`src/rbsc_pkg.sv`:
```
// Shared types, register indexes and single-precision helper functions for the slab clipper.
package rbsc_pkg;

  // Working widths for unrounded single-precision values.
  localparam int SIG_W = 27;
  localparam int EXP_W = 11;
  localparam logic [31:0] CANON_NAN = 32'h7FC0_0000;

  typedef logic signed [EXP_W-1:0] exp_t;

  // Configuration register indexes.
  localparam int CFG_IDX_W = 3;
  typedef logic [CFG_IDX_W-1:0] cfg_idx_t;
  localparam cfg_idx_t CFG_BOX_MIN_X = 3'd0;
  localparam cfg_idx_t CFG_BOX_MIN_Y = 3'd1;
  localparam cfg_idx_t CFG_BOX_MIN_Z = 3'd2;
  localparam cfg_idx_t CFG_BOX_MAX_X = 3'd3;
  localparam cfg_idx_t CFG_BOX_MAX_Y = 3'd4;
  localparam cfg_idx_t CFG_BOX_MAX_Z = 3'd5;

  // Input word: one ray and its current interval.
  typedef struct packed {
    logic [31:0] origin_x;
    logic [31:0] origin_y;
    logic [31:0] origin_z;
    logic [31:0] inv_dir_x;
    logic [31:0] inv_dir_y;
    logic [31:0] inv_dir_z;
    logic [31:0] t_enter_in;
    logic [31:0] t_exit_in;
  } rbsc_in_t;

  // Output word: hit flag and the clipped interval.
  typedef struct packed {
    logic        hit;
    logic [31:0] t_enter_out;
    logic [31:0] t_exit_out;
  } rbsc_out_t;

  // True for any NaN encoding.
  function automatic logic f_is_nan(input logic [31:0] f);
    return (f[30:23] == 8'hFF) && (f[22:0] != 23'd0);
  endfunction

  // Ordered greater-than: false on NaN and on a pair of zeros.
  function automatic logic f_gt(input logic [31:0] p, input logic [31:0] q);
    logic r;
    if (f_is_nan(p) || f_is_nan(q)) begin
      r = 1'b0;
    end else if ((p[30:0] == 31'd0) && (q[30:0] == 31'd0)) begin
      r = 1'b0;
    end else if (p[31] != q[31]) begin
      r = !p[31];
    end else if (!p[31]) begin
      r = p[30:0] > q[30:0];
    end else begin
      r = p[30:0] < q[30:0];
    end
    return r;
  endfunction

  // Entry narrowing: keep the current value only when it is strictly larger.
  function automatic logic [31:0] pick_max(input logic [31:0] cur, input logic [31:0] d);
    return f_gt(cur, d) ? cur : d;
  endfunction

  // Exit narrowing: keep the current value only when it is strictly smaller.
  function automatic logic [31:0] pick_min(input logic [31:0] cur, input logic [31:0] d);
    return f_gt(d, cur) ? cur : d;
  endfunction

  // Right shift that folds every lost bit into the sticky bit.
  function automatic logic [SIG_W-1:0] shr_sticky(input logic [SIG_W-1:0] s,
                                                  input logic [5:0] amt);
    logic [SIG_W-1:0] mask;
    logic [SIG_W-1:0] r;
    mask = '0;
    if (amt >= 6'(SIG_W)) begin
      r = {{(SIG_W-1){1'b0}}, |s};
    end else begin
      mask = ~({SIG_W{1'b1}} << amt);
      r = s >> amt;
      r[0] = r[0] | (|(s & mask));
    end
    return r;
  endfunction

  // Leading-zero count of a nonzero significand.
  function automatic logic [4:0] lzc27(input logic [SIG_W-1:0] s);
    logic [4:0] n;
    logic       found;
    n = '0;
    found = 1'b0;
    for (int i = 0; i < SIG_W; i++) begin
      if (!found && s[SIG_W-1-i]) begin
        n = 5'(i);
        found = 1'b1;
      end
    end
    return n;
  endfunction

  // Round to nearest even and pack. The significand has its leading one at the
  // top bit, then 23 fraction bits, a guard bit and two sticky bits.
  function automatic logic [31:0] round_pack(input logic sign, input exp_t e,
                                             input logic [SIG_W-1:0] sig);
    logic [SIG_W-1:0] s;
    logic [7:0]       ef;
    logic [30:0]      mag;
    logic             inc;
    exp_t             one_minus;
    logic [5:0]       sh;
    logic [31:0]      r;
    s = sig;
    ef = '0;
    one_minus = '0;
    sh = '0;
    if (e >= exp_t'(255)) begin
      r = {sign, 8'hFF, 23'd0};
    end else begin
      if (e < exp_t'(1)) begin
        // Subnormal result: shift back down to the fixed minimum exponent.
        one_minus = exp_t'(1) - e;
        sh = (one_minus > exp_t'(31)) ? 6'd31 : one_minus[5:0];
        s = shr_sticky(sig, sh);
        ef = 8'd0;
      end else begin
        ef = e[7:0];
      end
      inc = s[2] & (s[3] | s[1] | s[0]);
      mag = {ef, s[25:3]} + {30'd0, inc};
      r = {sign, mag};
    end
    return r;
  endfunction

endpackage

```
`src/rbsc_fmul.sv`:
```
// Three-stage single-precision multiplier: unpack, multiply, normalize and round.
module rbsc_fmul (
  input  logic        clk_i,
  input  logic [2:0]  en_i,
  input  logic [31:0] a_i,
  input  logic [31:0] b_i,
  output logic [31:0] prod_o
);
  import rbsc_pkg::*;

  typedef struct packed {
    exp_t        e;
    logic [23:0] m;
  } op_t;

  typedef struct packed {
    logic        nan;
    logic        inf;
    logic        zero;
    logic        sign;
    exp_t        ea;
    exp_t        eb;
    logic [23:0] ma;
    logic [23:0] mb;
  } mul1_t;

  typedef struct packed {
    logic        nan;
    logic        inf;
    logic        zero;
    logic        sign;
    exp_t        e;
    logic [47:0] prod;
  } mul2_t;

  // Subnormal operands get their leading one moved to the top bit.
  function automatic op_t prenorm(input logic [31:0] f);
    op_t        r;
    logic [4:0] lz;
    lz = lzc27({1'b0, f[22:0], 3'b111});
    if (f[30:23] != 8'd0) begin
      r.e = exp_t'(f[30:23]);
      r.m = {1'b1, f[22:0]};
    end else begin
      r.m = {1'b0, f[22:0]} << lz;
      r.e = exp_t'(1) - exp_t'(lz);
    end
    return r;
  endfunction

  mul1_t       s1_d, s1_q;
  mul2_t       s2_d, s2_q;
  logic [31:0] prod_d, prod_q;

  logic             a_inf, b_inf, a_zero, b_zero;
  op_t              oa, ob;
  logic [SIG_W-1:0] sig;
  exp_t             e3;

  // Stage one: classify and unpack both operands.
  always_comb begin
    a_inf  = a_i[30:0] == {8'hFF, 23'd0};
    b_inf  = b_i[30:0] == {8'hFF, 23'd0};
    a_zero = a_i[30:0] == 31'd0;
    b_zero = b_i[30:0] == 31'd0;
    oa     = prenorm(a_i);
    ob     = prenorm(b_i);
    s1_d.nan  = f_is_nan(a_i) || f_is_nan(b_i) || (a_inf && b_zero) || (a_zero && b_inf);
    s1_d.inf  = a_inf || b_inf;
    s1_d.zero = a_zero || b_zero;
    s1_d.sign = a_i[31] ^ b_i[31];
    s1_d.ea   = oa.e;
    s1_d.eb   = ob.e;
    s1_d.ma   = oa.m;
    s1_d.mb   = ob.m;
  end

  // Stage two: significand product and exponent sum.
  always_comb begin
    s2_d.nan  = s1_q.nan;
    s2_d.inf  = s1_q.inf;
    s2_d.zero = s1_q.zero;
    s2_d.sign = s1_q.sign;
    s2_d.e    = s1_q.ea + s1_q.eb - exp_t'(127);
    s2_d.prod = 48'(s1_q.ma) * 48'(s1_q.mb);
  end

  // Stage three: one-bit normalize, special values, rounding.
  always_comb begin
    if (s2_q.prod[47]) begin
      sig = {s2_q.prod[47:22], |s2_q.prod[21:0]};
      e3  = s2_q.e + exp_t'(1);
    end else begin
      sig = {s2_q.prod[46:21], |s2_q.prod[20:0]};
      e3  = s2_q.e;
    end
    priority if (s2_q.nan) begin
      prod_d = CANON_NAN;
    end else if (s2_q.inf) begin
      prod_d = {s2_q.sign, 8'hFF, 23'd0};
    end else if (s2_q.zero) begin
      prod_d = {s2_q.sign, 31'd0};
    end else begin
      prod_d = round_pack(s2_q.sign, e3, sig);
    end
  end

  always_ff @(posedge clk_i) begin
    if (en_i[0]) begin
      s1_q <= s1_d;
    end
    if (en_i[1]) begin
      s2_q <= s2_d;
    end
    if (en_i[2]) begin
      prod_q <= prod_d;
    end
  end

  assign prod_o = prod_q;

endmodule

```
`config.mk`:
```
export PLATFORM = sky130hd
export DESIGN_NAME = rbsc_fmul
export DESIGN_NICKNAME = d
export VERILOG_FILES = /design/src/rbsc_pkg.sv /design/src/rbsc_fmul.sv
export SDC_FILE = /design/constraint.sdc
export NUM_CORES = 2
export LEC_CHECK = 0
export BUFFER_PORTS_ARGS = -buffer_cell sky130_fd_sc_hd__buf_2
export CAP_MARGIN = 30
export CORE_MARGIN = 2
export CORE_UTILIZATION = 60
export DETAILED_ROUTE_END_ITERATION = 8
export GPL_ROUTABILITY_DRIVEN = 0
export PLACE_DENSITY_LB_ADDON = 0.3
export SLEW_MARGIN = 10
export SYNTH_ARGS = -nofsm -noshare
export SYNTH_HDL_FRONTEND = slang
export SYNTH_SLANG_ARGS = --single-unit
export TNS_END_PERCENT = 30
```
`constraint.sdc`:
```
create_clock -name clk_i -period 13.13 [get_ports clk_i]
set_input_delay 0.6565 -clock clk_i [delete_from_list [all_inputs] [get_ports clk_i]]
set_output_delay 0.6565 -clock clk_i [all_outputs]
set_load 0.03 [all_outputs]
```
======== After elaboration in Yosys (flattened, before gate mapping) ========
Cells that the tools add are included.
W data, S select, Z words.
storage, ports and cells
  register bits ........................... 165
  bits of input ports ..................... 68
  output and inout bits ................... 32
  word-level logic and storage cells ...... 270
cells by class
  add/subtract/negate cells ............... 7
  $mul .................................... 1
  magnitude comparators ................... 4
  eq/ne operators ......................... 4
  shift-type cells ........................ 4
  mux-type cells .......................... 113
  bitwise logic cells ..................... 7
  reduce and logical (&&, ||, !) cells .... 109
operator list
  cell                     number
  $mux W5                  42
  $mux W26                 6
  $mux W32                 2
  $eq A31 B31 Y1 const B   2
  $logic_not A31 Y1        2
  $mux W31                 2
  $reduce_or A27 Y1        2
  $logic_and A1 B1 Y1      48
  $mul A24 B24 Y48         1
  $mux W1                  48
  $shl A23 B5 Y24          2
  $reduce_bool A23 Y1      2
  $logic_not A1 Y1         44
  $mux W8                  5
  $add A31 B1 Y31          1
  $and A27 B27 Y27         1
  $mux W27                 1
  $not A27 Y27             1
  $shl A27 B6 Y27 const A  1
  $shr A27 B6 Y26          1
  $mux W23                 1
  $reduce_or A22 Y1        1
  $reduce_or A21 Y1        1
  $eq A8 B8 Y1 const B     2
  20 further kinds         30

======== Depth between registers and ports, before layout ========
  depth after elaboration ................. 70
  mapped depth ............................ 30
  mapped depth without buffers ............ 29

======== Worst setup path before layout ========
OpenSTA, ideal clock, no wires.
  path type ............................... reg2reg
  start ................................... register s1_q[3] (netlist bit)
  end ..................................... register s2_q[46] (netlist bit), data pin
  setup time .............................. 0.258 ns
  data arrival time ....................... 7.184 ns
  data required time ...................... 12.872 ns
  path slack .............................. 5.689 ns
  stages on the path, launching flop included .. 27
  path buffers ............................ 1
  period minus slack after synthesis ...... 7.441 ns
  path through ............................ edfxtp_1 > clkbuf_1 > nand2_1 > fa_1 > inv_1 > fa_1 > fa_1 > inv_1 > fa_1 > inv_1 > fa_1 > inv_1 > fa_1 > inv_1 > fa_1 > ha_1 > o2111ai_1 > or4_1 > a31oi_1 > a21o_1 > a21oi_1 > a31o_2 > o2111a_1 > o21a_1 > o31ai_1 > a21oi_1 > xnor2_1
RTL lines
  what                    line              text
  from (decl)             rbsc_fmul.sv:51   mul1_t s1_d, s1_q;
  from (signal assigned)  rbsc_fmul.sv:110  s1_q <= s1_d;
  to (signal assigned)    rbsc_fmul.sv:113  s2_q <= s2_d;
  to (decl)               rbsc_fmul.sv:52   mul2_t s2_d, s2_q;

==> metrics <==
outcome=finished, final reports clean; Total Nets Final=4281; die area=54000 um2; gr usage total=0.331; Hold Path Class=flip-flop to flip-flop; first-pass GRT wire length=138000 um; final WL=86000 um; total congestion overflow=0; Slew Limit Fails=0; r2r endpoint=s2_q[46]$_DFFE_PP_; Hold-fix buffers, CTS=0; post-synth cell types=94; fraction of registers with async set/reset=0; crit path time final=8680 ps; DRC viols=0; # rows=83; antenna violations before repair=1; Hold Path Origin=s1_q[70]$_DFFE_PP_; mean post-synth cell area=8.84 um2; RSZ-0062 raised after global routing=false; HPWL Detailed=65400 um; worst clock skew=21.7 ps; Seq/Total Area, Yosys=0.158; worst r2r src=s1_q[3]$_DFFE_PP_; Hold Path Stages=0; starting density of the core=0.609; Seq cells post-synth=165; Port Buf Inserts=99; Ant. Diodes=0; Die Ht=232 um; Synth Cell Area=31300 um2; Synth Flop Type=edfxtp_1; WHS=427 ps; PnR worst setup slack=4450 ps; startpoint types=flip-flop; worst slew pin tran=1020 ps; CTS Buffer Depth=2; CTS resizes=0; Fin Setup TNS=0 ps; Worst Path Required=13390 ps; setup bufs post-CTS=0; routed length per instance=20.3 um; area leader, netlist=fa_1; Reg2Reg Depth=25; Core Footprint=51400 um2; Max Freq=115 MHz; Vias=25815; max-cap violations=0; final setup fails=0; EDFF count, synth=165; 1st-iter DRT viols=3085; relative slew slack=0.304; Setup WS pre-CTS=4540 ps; Clock Pin Slew Worst Setup and Hold Paths=80 ps; CTS tree=yes; WHS Endpoint=s2_q[59]$_DFFE_PP_; warnings from Yosys=0; Vias/cell=6.10; Worst setup EP type=flip-flop; period utilisation layout=0.661; synth top area cells=fa_1, edfxtp_1, ha_1, nand2_1, inv_1; clk sink count=165; Synthesized Nets=4280; crit path kind=flip-flop to flip-flop; Crit Path Max Fanout=24; crit path DAT=8940 ps; Clk Latency, worst-skew pair=510 ps; reg2reg setup slack=4450 ps; fraction of layout cells with a size suffix above 1=0.0788; largest net degree at the start of global routing=71; cts bufs inserted=17; final hold vios=0; Filler cells=4231; H-tree Lvls=4; Layout area overhead=5.50%; I/O pins=100; Die Wd=232 um; top-area cell type share of the netlist area=0.309; synthesized instance count=3538; CTS root buffer=clkbuf_16; Post-DRT Antenna Nets=0; First-pass DRT Iterations=8; vias in the first global route=25671
## sequential cells by signal, indices dropped and copies added, names as in the netlist
name,flops
s1_q,70
s2_q,63
prod_o,32
## per-layer routing
| metal | vias up | wire, um | track usage |
|---|---|---|---|
| li1 | 11533 | - | - |
| met5 | - | 13 | 0 |
| met1 | 12478 | 34200 | 0.445 |
| met4 | 2 | 4220 | 0.158 |
| met3 | 305 | 9310 | 0.0828 |
| met2 | 1497 | 38200 | 0.501 |
## layout by cell type, fill, tap and decap left out, types with 24 or more instances in the layout
master	instances
nand3_1	55
xnor2_1	53
nand4_1	24
buf_4	58
nand2_1	584
nor3_1	47
ha_1	191
edfxtp_1	165
buf_2	99
a21oi_1	115
fa_1	483
o21ai_0	119
xor2_1	24
inv_1	561
a21o_1	33
mux2i_1	130
nor2_1	168
and2_1	197
## how the worst max path moves through the flow
stage | slack, ps | startpoint | endpoint
detailed placement | 4540 | s1_q[3]$_DFFE_PP_ | s2_q[46]$_DFFE_PP_
global placement | 4710 | s1_q[3]$_DFFE_PP_ | s2_q[46]$_DFFE_PP_
floorplan | 5690 | s1_q[3]$_DFFE_PP_ | s2_q[46]$_DFFE_PP_
global route | 4180 | s1_q[34]$_DFFE_PP_ | s2_q[46]$_DFFE_PP_
CTS | 4530 | s1_q[3]$_DFFE_PP_ | s2_q[46]$_DFFE_PP_
finish | 4450 | s1_q[3]$_DFFE_PP_ | s2_q[46]$_DFFE_PP_
## metrics by stage
stage,utilization,instances,instance area [um2]
after global placement,0.629,4193,32300
after detailed placement,0.629,4194,32300
final,0.642,4232,33000
after global routing,0.642,4232,33000
after floorplan,-,3538,31300
after CTS,0.640,4226,32900
## logic make-up after synthesis
logic type | count (synthesis) | synth area share
simple gates | 1211 | 0.182
buf+inv | 742 | 0.0917
fa+ha+maj | 674 | 0.385
compound gates | 513 | 0.110
flops | 165 | 0.158
mux | 154 | 0.0502
xor+xnor | 79 | 0.0226
## Yosys cell counts, drive strengths merged (6+ instances only)
cell     number
mux2         24
o221ai       16
and3          6
inv         562
clkbuf      146
nor2b        12
or4          13
a22oi         9
a2bb2oi       6
o21a         12
o22ai        22
nor3b         8
nor4         24
o31ai        12
and2        197
o211ai       19
mux2i       130
ha          191
buf          34
edfxtp      165
o21bai       19
a31o          6
nand2b       23
nand2       585
a21o         33
a211o         6
a22o          8
a211oi       15
fa          483
xor2         24
nand4        26
xnor2        55
a21oi       118
or2          18
a221oi        9
nor2        172
or3          10
nand3        56
nor3         49
o21ai       125
o221a         8
a31oi        20
## worst max-delay path, cell delays in order, from the launching register on
cell and delay, ps:
edfxtp_1 1000, nand2_1 200, fa_1 570, inv_1 50, fa_1 480, fa_1 560, inv_1 60, fa_1 490
inv_1 50, fa_1 530, inv_1 50, fa_1 470, inv_1 50, fa_1 460, ha_1 440, o2111ai_1 180
or4_1 570, a31oi_1 630, a21o_1 200, a21oi_1 150, a31o_2 300, o2111a_1 270, o21a_1 200, o31ai_1 230
a21oi_1 110, xnor2_1 130
## final cells by class
class | instances | area (um2) | area share
clock buffer | 17 | 425 | 0.0129
clock inverter | 15 | 155 | 0.00470
inverter | 562 | 2110 | 0.0639
multi-input combinational | 2631 | 23500 | 0.712
sequential | 165 | 4950 | 0.150
tap | 680 | 851 | 0.0258
timing repair buffer | 162 | 1010 | 0.0307
Power is left out: the tool's default activity adds up to more than one toggle a clock period on the data nets, which glitch-free logic cannot reach.
