`src/rbsc_pkg.sv`:
```
// Shared types, register indexes and single-precision helper functions for the slab clipper.
package rbsc_pkg;

  // Working widths for unrounded single-precision values.
  localparam int SIG_W = 27;
  localparam int EXP_W = 11;
  localparam logic [31:0] CANON_NAN = 32'h7FC0_0000;

  typedef logic signed [EXP_W-1:0] exp_t;

  // Configuration register indexes.
  localparam int CFG_IDX_W = 3;
  typedef logic [CFG_IDX_W-1:0] cfg_idx_t;
  localparam cfg_idx_t CFG_BOX_MIN_X = 3'd0;
  localparam cfg_idx_t CFG_BOX_MIN_Y = 3'd1;
  localparam cfg_idx_t CFG_BOX_MIN_Z = 3'd2;
  localparam cfg_idx_t CFG_BOX_MAX_X = 3'd3;
  localparam cfg_idx_t CFG_BOX_MAX_Y = 3'd4;
  localparam cfg_idx_t CFG_BOX_MAX_Z = 3'd5;

  // Input word: one ray and its current interval.
  typedef struct packed {
    logic [31:0] origin_x;
    logic [31:0] origin_y;
    logic [31:0] origin_z;
    logic [31:0] inv_dir_x;
    logic [31:0] inv_dir_y;
    logic [31:0] inv_dir_z;
    logic [31:0] t_enter_in;
    logic [31:0] t_exit_in;
  } rbsc_in_t;

  // Output word: hit flag and the clipped interval.
  typedef struct packed {
    logic        hit;
    logic [31:0] t_enter_out;
    logic [31:0] t_exit_out;
  } rbsc_out_t;

  // True for any NaN encoding.
  function automatic logic f_is_nan(input logic [31:0] f);
    return (f[30:23] == 8'hFF) && (f[22:0] != 23'd0);
  endfunction

  // Ordered greater-than: false on NaN and on a pair of zeros.
  function automatic logic f_gt(input logic [31:0] p, input logic [31:0] q);
    logic r;
    if (f_is_nan(p) || f_is_nan(q)) begin
      r = 1'b0;
    end else if ((p[30:0] == 31'd0) && (q[30:0] == 31'd0)) begin
      r = 1'b0;
    end else if (p[31] != q[31]) begin
      r = !p[31];
    end else if (!p[31]) begin
      r = p[30:0] > q[30:0];
    end else begin
      r = p[30:0] < q[30:0];
    end
    return r;
  endfunction

  // Entry narrowing: keep the current value only when it is strictly larger.
  function automatic logic [31:0] pick_max(input logic [31:0] cur, input logic [31:0] d);
    return f_gt(cur, d) ? cur : d;
  endfunction

  // Exit narrowing: keep the current value only when it is strictly smaller.
  function automatic logic [31:0] pick_min(input logic [31:0] cur, input logic [31:0] d);
    return f_gt(d, cur) ? cur : d;
  endfunction

  // Right shift that folds every lost bit into the sticky bit.
  function automatic logic [SIG_W-1:0] shr_sticky(input logic [SIG_W-1:0] s,
                                                  input logic [5:0] amt);
    logic [SIG_W-1:0] mask;
    logic [SIG_W-1:0] r;
    mask = '0;
    if (amt >= 6'(SIG_W)) begin
      r = {{(SIG_W-1){1'b0}}, |s};
    end else begin
      mask = ~({SIG_W{1'b1}} << amt);
      r = s >> amt;
      r[0] = r[0] | (|(s & mask));
    end
    return r;
  endfunction

  // Leading-zero count of a nonzero significand.
  function automatic logic [4:0] lzc27(input logic [SIG_W-1:0] s);
    logic [4:0] n;
    logic       found;
    n = '0;
    found = 1'b0;
    for (int i = 0; i < SIG_W; i++) begin
      if (!found && s[SIG_W-1-i]) begin
        n = 5'(i);
        found = 1'b1;
      end
    end
    return n;
  endfunction

  // Round to nearest even and pack. The significand has its leading one at the
  // top bit, then 23 fraction bits, a guard bit and two sticky bits.
  function automatic logic [31:0] round_pack(input logic sign, input exp_t e,
                                             input logic [SIG_W-1:0] sig);
    logic [SIG_W-1:0] s;
    logic [7:0]       ef;
    logic [30:0]      mag;
    logic             inc;
    exp_t             one_minus;
    logic [5:0]       sh;
    logic [31:0]      r;
    s = sig;
    ef = '0;
    one_minus = '0;
    sh = '0;
    if (e >= exp_t'(255)) begin
      r = {sign, 8'hFF, 23'd0};
    end else begin
      if (e < exp_t'(1)) begin
        // Subnormal result: shift back down to the fixed minimum exponent.
        one_minus = exp_t'(1) - e;
        sh = (one_minus > exp_t'(31)) ? 6'd31 : one_minus[5:0];
        s = shr_sticky(sig, sh);
        ef = 8'd0;
      end else begin
        ef = e[7:0];
      end
      inc = s[2] & (s[3] | s[1] | s[0]);
      mag = {ef, s[25:3]} + {30'd0, inc};
      r = {sign, mag};
    end
    return r;
  endfunction

endpackage

```
`src/rbsc_fadd.sv`:
```
// Three-stage single-precision adder: align and add, normalize, round.
module rbsc_fadd (
  input  logic        clk_i,
  input  logic [2:0]  en_i,
  input  logic [31:0] a_i,
  input  logic [31:0] b_i,
  output logic [31:0] sum_o
);
  import rbsc_pkg::*;

  typedef struct packed {
    logic             nan;
    logic             inf;
    logic             inf_sign;
    logic             sign;
    logic             zsign;
    logic [7:0]       e;
    logic [SIG_W:0]   sum;
  } add1_t;

  typedef struct packed {
    logic             nan;
    logic             inf;
    logic             inf_sign;
    logic             sign;
    logic             zero;
    logic             zsign;
    exp_t             e;
    logic [SIG_W-1:0] sig;
  } add2_t;

  add1_t       s1_d, s1_q;
  add2_t       s2_d, s2_q;
  logic [31:0] sum_d, sum_q;

  logic             a_inf, b_inf, swap;
  logic [31:0]      x, y;
  logic [7:0]       ex, ey, diff;
  logic [5:0]       amt;
  logic [SIG_W-1:0] sx, sy, sy_al;
  logic [4:0]       lz;

  // Stage one: order by magnitude, align the smaller operand and add.
  always_comb begin
    a_inf = a_i[30:0] == {8'hFF, 23'd0};
    b_inf = b_i[30:0] == {8'hFF, 23'd0};
    swap  = b_i[30:0] > a_i[30:0];
    x     = swap ? b_i : a_i;
    y     = swap ? a_i : b_i;
    ex    = (x[30:23] == 8'd0) ? 8'd1 : x[30:23];
    ey    = (y[30:23] == 8'd0) ? 8'd1 : y[30:23];
    sx    = {x[30:23] != 8'd0, x[22:0], 3'b000};
    sy    = {y[30:23] != 8'd0, y[22:0], 3'b000};
    diff  = ex - ey;
    amt   = (diff > 8'(SIG_W)) ? 6'(SIG_W) : diff[5:0];
    sy_al = shr_sticky(sy, amt);
    s1_d.nan      = f_is_nan(a_i) || f_is_nan(b_i) || (a_inf && b_inf && (a_i[31] != b_i[31]));
    s1_d.inf      = a_inf || b_inf;
    s1_d.inf_sign = a_inf ? a_i[31] : b_i[31];
    s1_d.sign     = x[31];
    s1_d.zsign    = x[31] & y[31];
    s1_d.e        = ex;
    s1_d.sum      = (x[31] == y[31]) ? ({1'b0, sx} + {1'b0, sy_al})
                                     : ({1'b0, sx} - {1'b0, sy_al});
  end

  // Stage two: bring the leading one to the top bit.
  always_comb begin
    lz = lzc27(s1_q.sum[SIG_W-1:0]);
    s2_d.nan      = s1_q.nan;
    s2_d.inf      = s1_q.inf;
    s2_d.inf_sign = s1_q.inf_sign;
    s2_d.sign     = s1_q.sign;
    s2_d.zsign    = s1_q.zsign;
    s2_d.zero     = 1'b0;
    priority if (s1_q.sum[SIG_W]) begin
      s2_d.sig = {s1_q.sum[SIG_W:2], |s1_q.sum[1:0]};
      s2_d.e   = exp_t'(s1_q.e) + exp_t'(1);
    end else if (s1_q.sum == '0) begin
      s2_d.sig  = '0;
      s2_d.e    = '0;
      s2_d.zero = 1'b1;
    end else begin
      s2_d.sig = s1_q.sum[SIG_W-1:0] << lz;
      s2_d.e   = exp_t'(s1_q.e) - exp_t'(lz);
    end
  end

  // Stage three: special values, then rounding.
  always_comb begin
    priority if (s2_q.nan) begin
      sum_d = CANON_NAN;
    end else if (s2_q.inf) begin
      sum_d = {s2_q.inf_sign, 8'hFF, 23'd0};
    end else if (s2_q.zero) begin
      sum_d = {s2_q.zsign, 31'd0};
    end else begin
      sum_d = round_pack(s2_q.sign, s2_q.e, s2_q.sig);
    end
  end

  always_ff @(posedge clk_i) begin
    if (en_i[0]) begin
      s1_q <= s1_d;
    end
    if (en_i[1]) begin
      s2_q <= s2_d;
    end
    if (en_i[2]) begin
      sum_q <= sum_d;
    end
  end

  assign sum_o = sum_q;

endmodule

```
`config.mk`:
```
export PLATFORM = sky130hd
export DESIGN_NAME = rbsc_fadd
export DESIGN_NICKNAME = d
export VERILOG_FILES = /design/src/rbsc_pkg.sv /design/src/rbsc_fadd.sv
export SDC_FILE = /design/constraint.sdc
export NUM_CORES = 1
export LEC_CHECK = 0
export ABC_AREA = 1
export BUFFER_PORTS_ARGS = -buffer_cell sky130_fd_sc_hd__buf_2
export CAP_MARGIN = 30
export CORE_UTILIZATION = 35
export DETAILED_ROUTE_END_ITERATION = 12
export PLACE_DENSITY = 0.61
export SLEW_MARGIN = 20
export SYNTH_ARGS = -nofsm -noshare
export SYNTH_HDL_FRONTEND = slang
export SYNTH_SLANG_ARGS = --single-unit
```
`constraint.sdc`:
```
create_clock -name clk_i -period 7.9 [get_ports clk_i]
set_clock_uncertainty 0.15 [all_clocks]
set_input_delay 0.395 -clock clk_i [delete_from_list [all_inputs] [get_ports clk_i]]
set_output_delay 0.395 -clock clk_i [all_outputs]
set_load 0.03 [all_outputs]
```
## Word level (Yosys, flattened, before mapping)

Cells that the tools add are included.

- Word-level logic and storage cells: 205
- Bits in latches: 0
- Bits in registers: 117
- Memories kept: 0
- Output and inout bits: 32
- Bits in read-only memories: 0
- Bits in writable memories: 0

- Add/subtract/negate cells: 7
- Muxes and demuxes: 78
- $lt $le $gt $ge: 7
- Eq/ne operators: 6
- Divide/modulo/power cells: 0
- Reduce and logical (&&, ||, !) cells: 73
- Shift-type cells: 5
- $mul: 0
- Bitwise logic cells: 10

Operators with widths:

| cell | number |
|---|---|
| 2-to-1 mux 26 bit | 6 |
| 2-to-1 mux 32 bit | 4 |
| 2-to-1 mux 5 bit | 25 |
| OR reduction 27 bit | 3 |
| 2-to-1 mux 38 bit | 2 |
| == test 31 bit, second input constant | 2 |
| 2-to-1 mux 8 bit | 7 |
| bitwise AND 27 bit | 2 |
| inverter 27 bit | 2 |
| left shift 27 x 6 -> 27 bit, first input constant | 2 |
| nonzero test 23 bit | 2 |
| adder 31 x 1 -> 31 bit | 1 |
| > comparator 31 bit | 1 |
| 2-to-1 mux 31 bit | 1 |
| logical AND 1 bit | 30 |
| 2-to-1 mux 1 bit | 29 |
| adder 27 x 27 -> 28 bit | 1 |
| logical NOT 28 bit | 1 |
| 2-to-1 mux 28 bit | 1 |
| subtractor 27 x 27 -> 28 bit | 1 |
| 2-to-1 mux 27 bit | 1 |
| left shift 27 x 5 -> 27 bit | 1 |
| >> shifter 27 x 6 -> 26 bit | 1 |
| >> shifter 27 x 6 -> 27 bit | 1 |
| other kinds (22) | 59 |

## Longest topological paths before layout

- Depth after elaboration: 82
- Mapped depth: 67
- Gate-level depth less buffers: 62

## Worst setup path before layout

OpenSTA, ideal clock, no wires.

- Path kind: input-to-reg
- Start: in a_i[30]
- End: reg s1_q[25] in the netlist's numbering, data pin
- Required time: 7500 ps
- Setup slack: -147 ps
- Stages: 59
- Arrival time: 7647 ps
- Library setup time: 250 ps
- Cell sequence: inv_1 ha_1 nand2_1 nor2_1 nand3_1 nor2_1 nand3_1 nand2_2 buf_2 buf_2 clkbuf_1 clkbuf_1 nand2_1 o21ai_0 nor4_1 nand2_1 nand2_1 inv_1 [... 23 more ...] a21boi_0 inv_1 nand2_1 nand2_1 a21boi_0 inv_1 nand2_1 nand2_1 a21oi_1 o21ai_0 nand2_1 nand2_1 a21oi_1 nand2_1 nand2_1 nand2_1 nand2_1 inv_1

RTL lines:

| item | line | RTL |
|---|---|---|
| start, declared | rbsc_fadd.sv:5 | `input logic [31:0] a_i,` |
| end signal, assigned | rbsc_fadd.sv:104 | `s1_q <= s1_d;` |
| end, declared | rbsc_fadd.sv:32 | `add1_t s1_d, s1_q;` |

==> impl_summary.txt <==
----------------------------------------------------
[Setup path]
  Biggest fanout along the worst timing path ... 13
  Crit start category ... input port
  CP peak stage delay ... 0.47 ns
  Most frequent CP cell ... sky130_fd_sc_hd__nand2_1
  Endpoint type of the worst setup path ... flip-flop
  Start-to-end type of the worst setup path ... input port to flip-flop
  Worst Path Required ... 7.95 ns
  Slowest-stage cell, CP ... sky130_fd_sc_hd__o21ai_0
  Critical path arrival ... 7.39 ns

[STA]
  Actual slew at the worst max-slew pin ... 0.995 ns
  Worst slew margin relative to its limit ... 32.9%
  Ratio of final minimum period to clock period ... 92.9%
  Final Max Slew Viols ... 0
  Final critical delay including setup and external delays ... 7.34 ns
  Total setup violations reported at the end of the flow ... 0
  Fmax ... 136 MHz
  Worst slack on hold paths ... 0.109 ns
  Worst-case setup margin in the final layout ... 0.559 ns
  Final Hold Vio Count ... 0

[Synthesis]
  Proportion of synthesized flip-flops having asynchronous set or reset ... 0%
  Main combinational cell family by area after synthesis ... simple AND/OR/NAND/NOR gates
  Post-synthesis share of cell area spent on and, or, nand and nor gates ... 41.4%
  Synth Area in Compound Gates ... 15.8%
  Total nets after synthesis ... 2877
  Portion of the post-synthesis area used by sequential elements ... 21.7%
  Cell count after synthesis ... 2708
  Portion of netlist area occupied by mux cells ... 0.133%
  EDFF count, synth ... 116
  Summed instance area of the synthesized netlist ... 16000 um2
  Post-Synth XOR/XNOR Area ... 1.97%
  Adder-cell share of the synthesized area ... 8.02%
  Synthesized area per cell ... 5.92 um2
  Synth cell types ... 61
  Primary FF master, synth ... sky130_fd_sc_hd__edfxtp_1
  Number of warning messages in the yosys log ... 0
  #FFs+latches synth ... 116

[Job]
  Total of max-cap violations ... 0

[Power]
  Part of the total power dissipated in combinational logic ... 61.6%
  Lkg Pwr ... 0.00999 uW
  Largest vdd supply drop ... 0.000104 V
  Pwr dens ... 214 nW/um2
  Cell internal pwr ... 2170 uW
  Part of the power in registers ... 21.5%
  Relative contribution of the clock network to total power ... 16.9%
  Sw frac ... 49.6%
  Final total power ... 4310 uW
  Switching component of the power ... 2140 uW

[Layout]
  Number of inserted filler cells in the final layout ... 4867
  Most used cells in the layout excluding fill and tap cells ... 869 x sky130_fd_sc_hd__nand2_1, 333 x sky130_fd_sc_hd__inv_1, 323 x sky130_fd_sc_hd__nand3_1, 309 x sky130_fd_sc_hd__buf_4, 208 x sky130_fd_sc_hd__nor2_1
  Area growth from synthesis to final layout ... 25.3%
  Most frequent standard cell in the layout excluding fill and tap cells ... sky130_fd_sc_hd__nand2_1
  Net count, final ... 3217
  Non-filler cells in the finished layout ... 3662
  Multi-input logic area ... 11000 um2
  Fraction of layout cells with a size suffix above 1 ... 17.7%
  Register area ... 3480 um2

[Clock tree]
  Hold_buf cts ... 0
  H-tree levels ... 4
  Latest clock arrival within the worst-skew pair ... 0.44 ns
  Total clock sinks ... 116
  CTS tree ... done
  Buffer cell driving the clock tree root ... sky130_fd_sc_hd__clkbuf_16
  Clk pin slew, worst setup/hold paths ... 0.06 ns
  Maximum clock insertion buffer count ... 2
  Num CTS Buffers ... 17

[Detailed routing]
  Antenna Violating Nets Remaining ... 0
  DR WL/cell ... 19.1 um
  Wire length reported by the detailed router ... 70100 um
  DRC violations left ... 0
  Via/cell ratio ... 5.38
  Count of routing violations after the opening detailed-route iteration ... 1704
  Total iterations of the first detailed-routing run ... 6
  Vias post-DR ... 19.7k

[Run status]
  Result of the run ... completed

[Floorplanning]
  Die Wd ... 216 um
  IO Pins ... 100
  Die height ... 216 um
  Area of the core ... 45300 um2
  Overall die area ... 46700 um2
  Starting Density ... 35.4%
  Floorplan row count ... 78

[Placement]
  Hpwl dp ... 57800 um
  Final Wtd Congestion ... 1.00
  Number of buffers inserted by port buffering ... 99
  Worst-case setup slack after placement ... -0.337 ns
  Number of placed instances with taps included ... 3614

[Global routing]
  Global-route usage over all layers ... 29.5%
  Number of antenna violations at the first check in global routing ... 5
  Vias in the first global route ... 18.8k
  First-pass GRT wire length ... 106000 um
  Maximum number of pins on one net before global-route repair ... 82
  Grt ovf ... 0

[Worst hold path]
  Hold WC Path Type ... input port to flip-flop

----------------------------------------------------
registers in the layout (all words and copies together), names as in the netlist:
name	count
s1_q	41
sum_o	32
s2_q	43
through the flow:
step	util [%]	setup TNS, ns	area, um2
floorplan	-	0	16000
global placement	42.3	-0.541	19200
detailed placement	42.4	-1.33	19200
CTS	43.6	0	19700
global route	44.4	-0.0476	20100
finish	44.4	0	20100
area by class of cell:
cell class,instances,share of cell area [%]
Multi-Input combinational cell,2143,54.7
Sequential cell,116,17.3
Timing Repair Buffer,418,14.9
Inverter,352,6.58
Tap cell,600,3.74
Clock buffer,17,2.12
Clock inverter,15,0.648
Antenna cell,1,0.0125
power by group through the flow:
stage / logic, uW / registers, uW / clock network [uW]
5_1_grt: 2910 / 933 / 765
6_report: 2650 / 927 / 728
3_3_place_gp: 2540 / 931 / 0
4_1_cts: 2550 / 921 / 741
3_5_place_dp: 2540 / 934 / 0
2_1_floorplan: 1520 / 901 / 0
synth_stat cells, types with 4 or more instances:
master / n / area share (%)
sky130_fd_sc_hd__edfxtp_1: 116 / 22
sky130_fd_sc_hd__o31ai_1: 5 / 0.23
sky130_fd_sc_hd__o21ai_0: 174 / 5.4
sky130_fd_sc_hd__nand4_1: 40 / 1.6
sky130_fd_sc_hd__buf_2: 23 / 0.72
sky130_fd_sc_hd__buf_4: 6 / 0.28
sky130_fd_sc_hd__o41ai_1: 6 / 0.33
sky130_fd_sc_hd__nand2_1: 873 / 20
sky130_fd_sc_hd__o21ai_1: 36 / 1.1
sky130_fd_sc_hd__xor2_1: 29 / 1.6
sky130_fd_sc_hd__clkbuf_1: 60 / 1.4
sky130_fd_sc_hd__or2_2: 4 / 0.16
sky130_fd_sc_hd__nor3_1: 33 / 1.0
sky130_fd_sc_hd__nand3b_1: 9 / 0.42
sky130_fd_sc_hd__inv_1: 334 / 7.8
sky130_fd_sc_hd__o21a_1: 8 / 0.37
sky130_fd_sc_hd__buf_1: 5 / 0.12
sky130_fd_sc_hd__nand3_1: 328 / 10
sky130_fd_sc_hd__a21o_1: 5 / 0.23
sky130_fd_sc_hd__xnor2_1: 7 / 0.38
sky130_fd_sc_hd__o22ai_1: 18 / 0.70
sky130_fd_sc_hd__a211oi_1: 5 / 0.23
sky130_fd_sc_hd__a21boi_0: 6 / 0.28
sky130_fd_sc_hd__or2_0: 5 / 0.20
sky130_fd_sc_hd__o211ai_1: 22 / 1.0
sky130_fd_sc_hd__nand2_2: 6 / 0.23
sky130_fd_sc_hd__nor3_2: 4 / 0.25
sky130_fd_sc_hd__inv_2: 17 / 0.40
sky130_fd_sc_hd__nor2_1: 214 / 5.0
sky130_fd_sc_hd__o2111ai_1: 8 / 0.44
sky130_fd_sc_hd__a31oi_1: 17 / 0.66
sky130_fd_sc_hd__nor4_1: 17 / 0.66
sky130_fd_sc_hd__nor2_2: 9 / 0.35
sky130_fd_sc_hd__a21oi_1: 119 / 3.7
sky130_fd_sc_hd__ha_1: 98 / 7.6
path summary, 6_finish.rpt:
path,from,cells past startpoint,slack (ns),to
max,a_i[5],57,0.56,s1_q[25]
min,b_i[31],3,0.11,s1_q[37]
max reg2reg,s2_q[28],29,2.04,sum_o[28]
min reg2reg,s1_q[36],0,0.27,s2_q[38]
timing repair:
item,CTS,global route
buffers inserted,0,10
setup endpoints to repair,0,17
gates resized for setup,0,66
cell families (layout without fill, tap and decap cells):
family | after synthesis | after routing
xor+xnor | 36 | 36
mux | 2 | 2
compound gates | 447 | 447
buf+inv | 449 | 802
other cells | 0 | 1
flops | 116 | 116
simple gates | 1557 | 1557
fa+ha+maj | 101 | 101
critical path, delay by kind of cell:
kind / cells / cell delay (ns)
buffers and inverters: 11 / 0.94
AO/OA/AOI/OAI: 11 / 1.85
adder cells (fa/ha/maj): 4 / 1.37
AND/OR/NAND/NOR: 31 / 2.79
metal layers:
| layer | share of wire [%] | GRT usage (%) |
|---|---|---|
| met4 | 6.1 | 16.9 |
| met3 | 4.9 | 3.13 |
| met2 | 50 | 54.0 |
| met5 | 0.067 | 0 |
| met1 | 39 | 33.2 |
No activity file was read; power rests on OpenSTA's default activity.
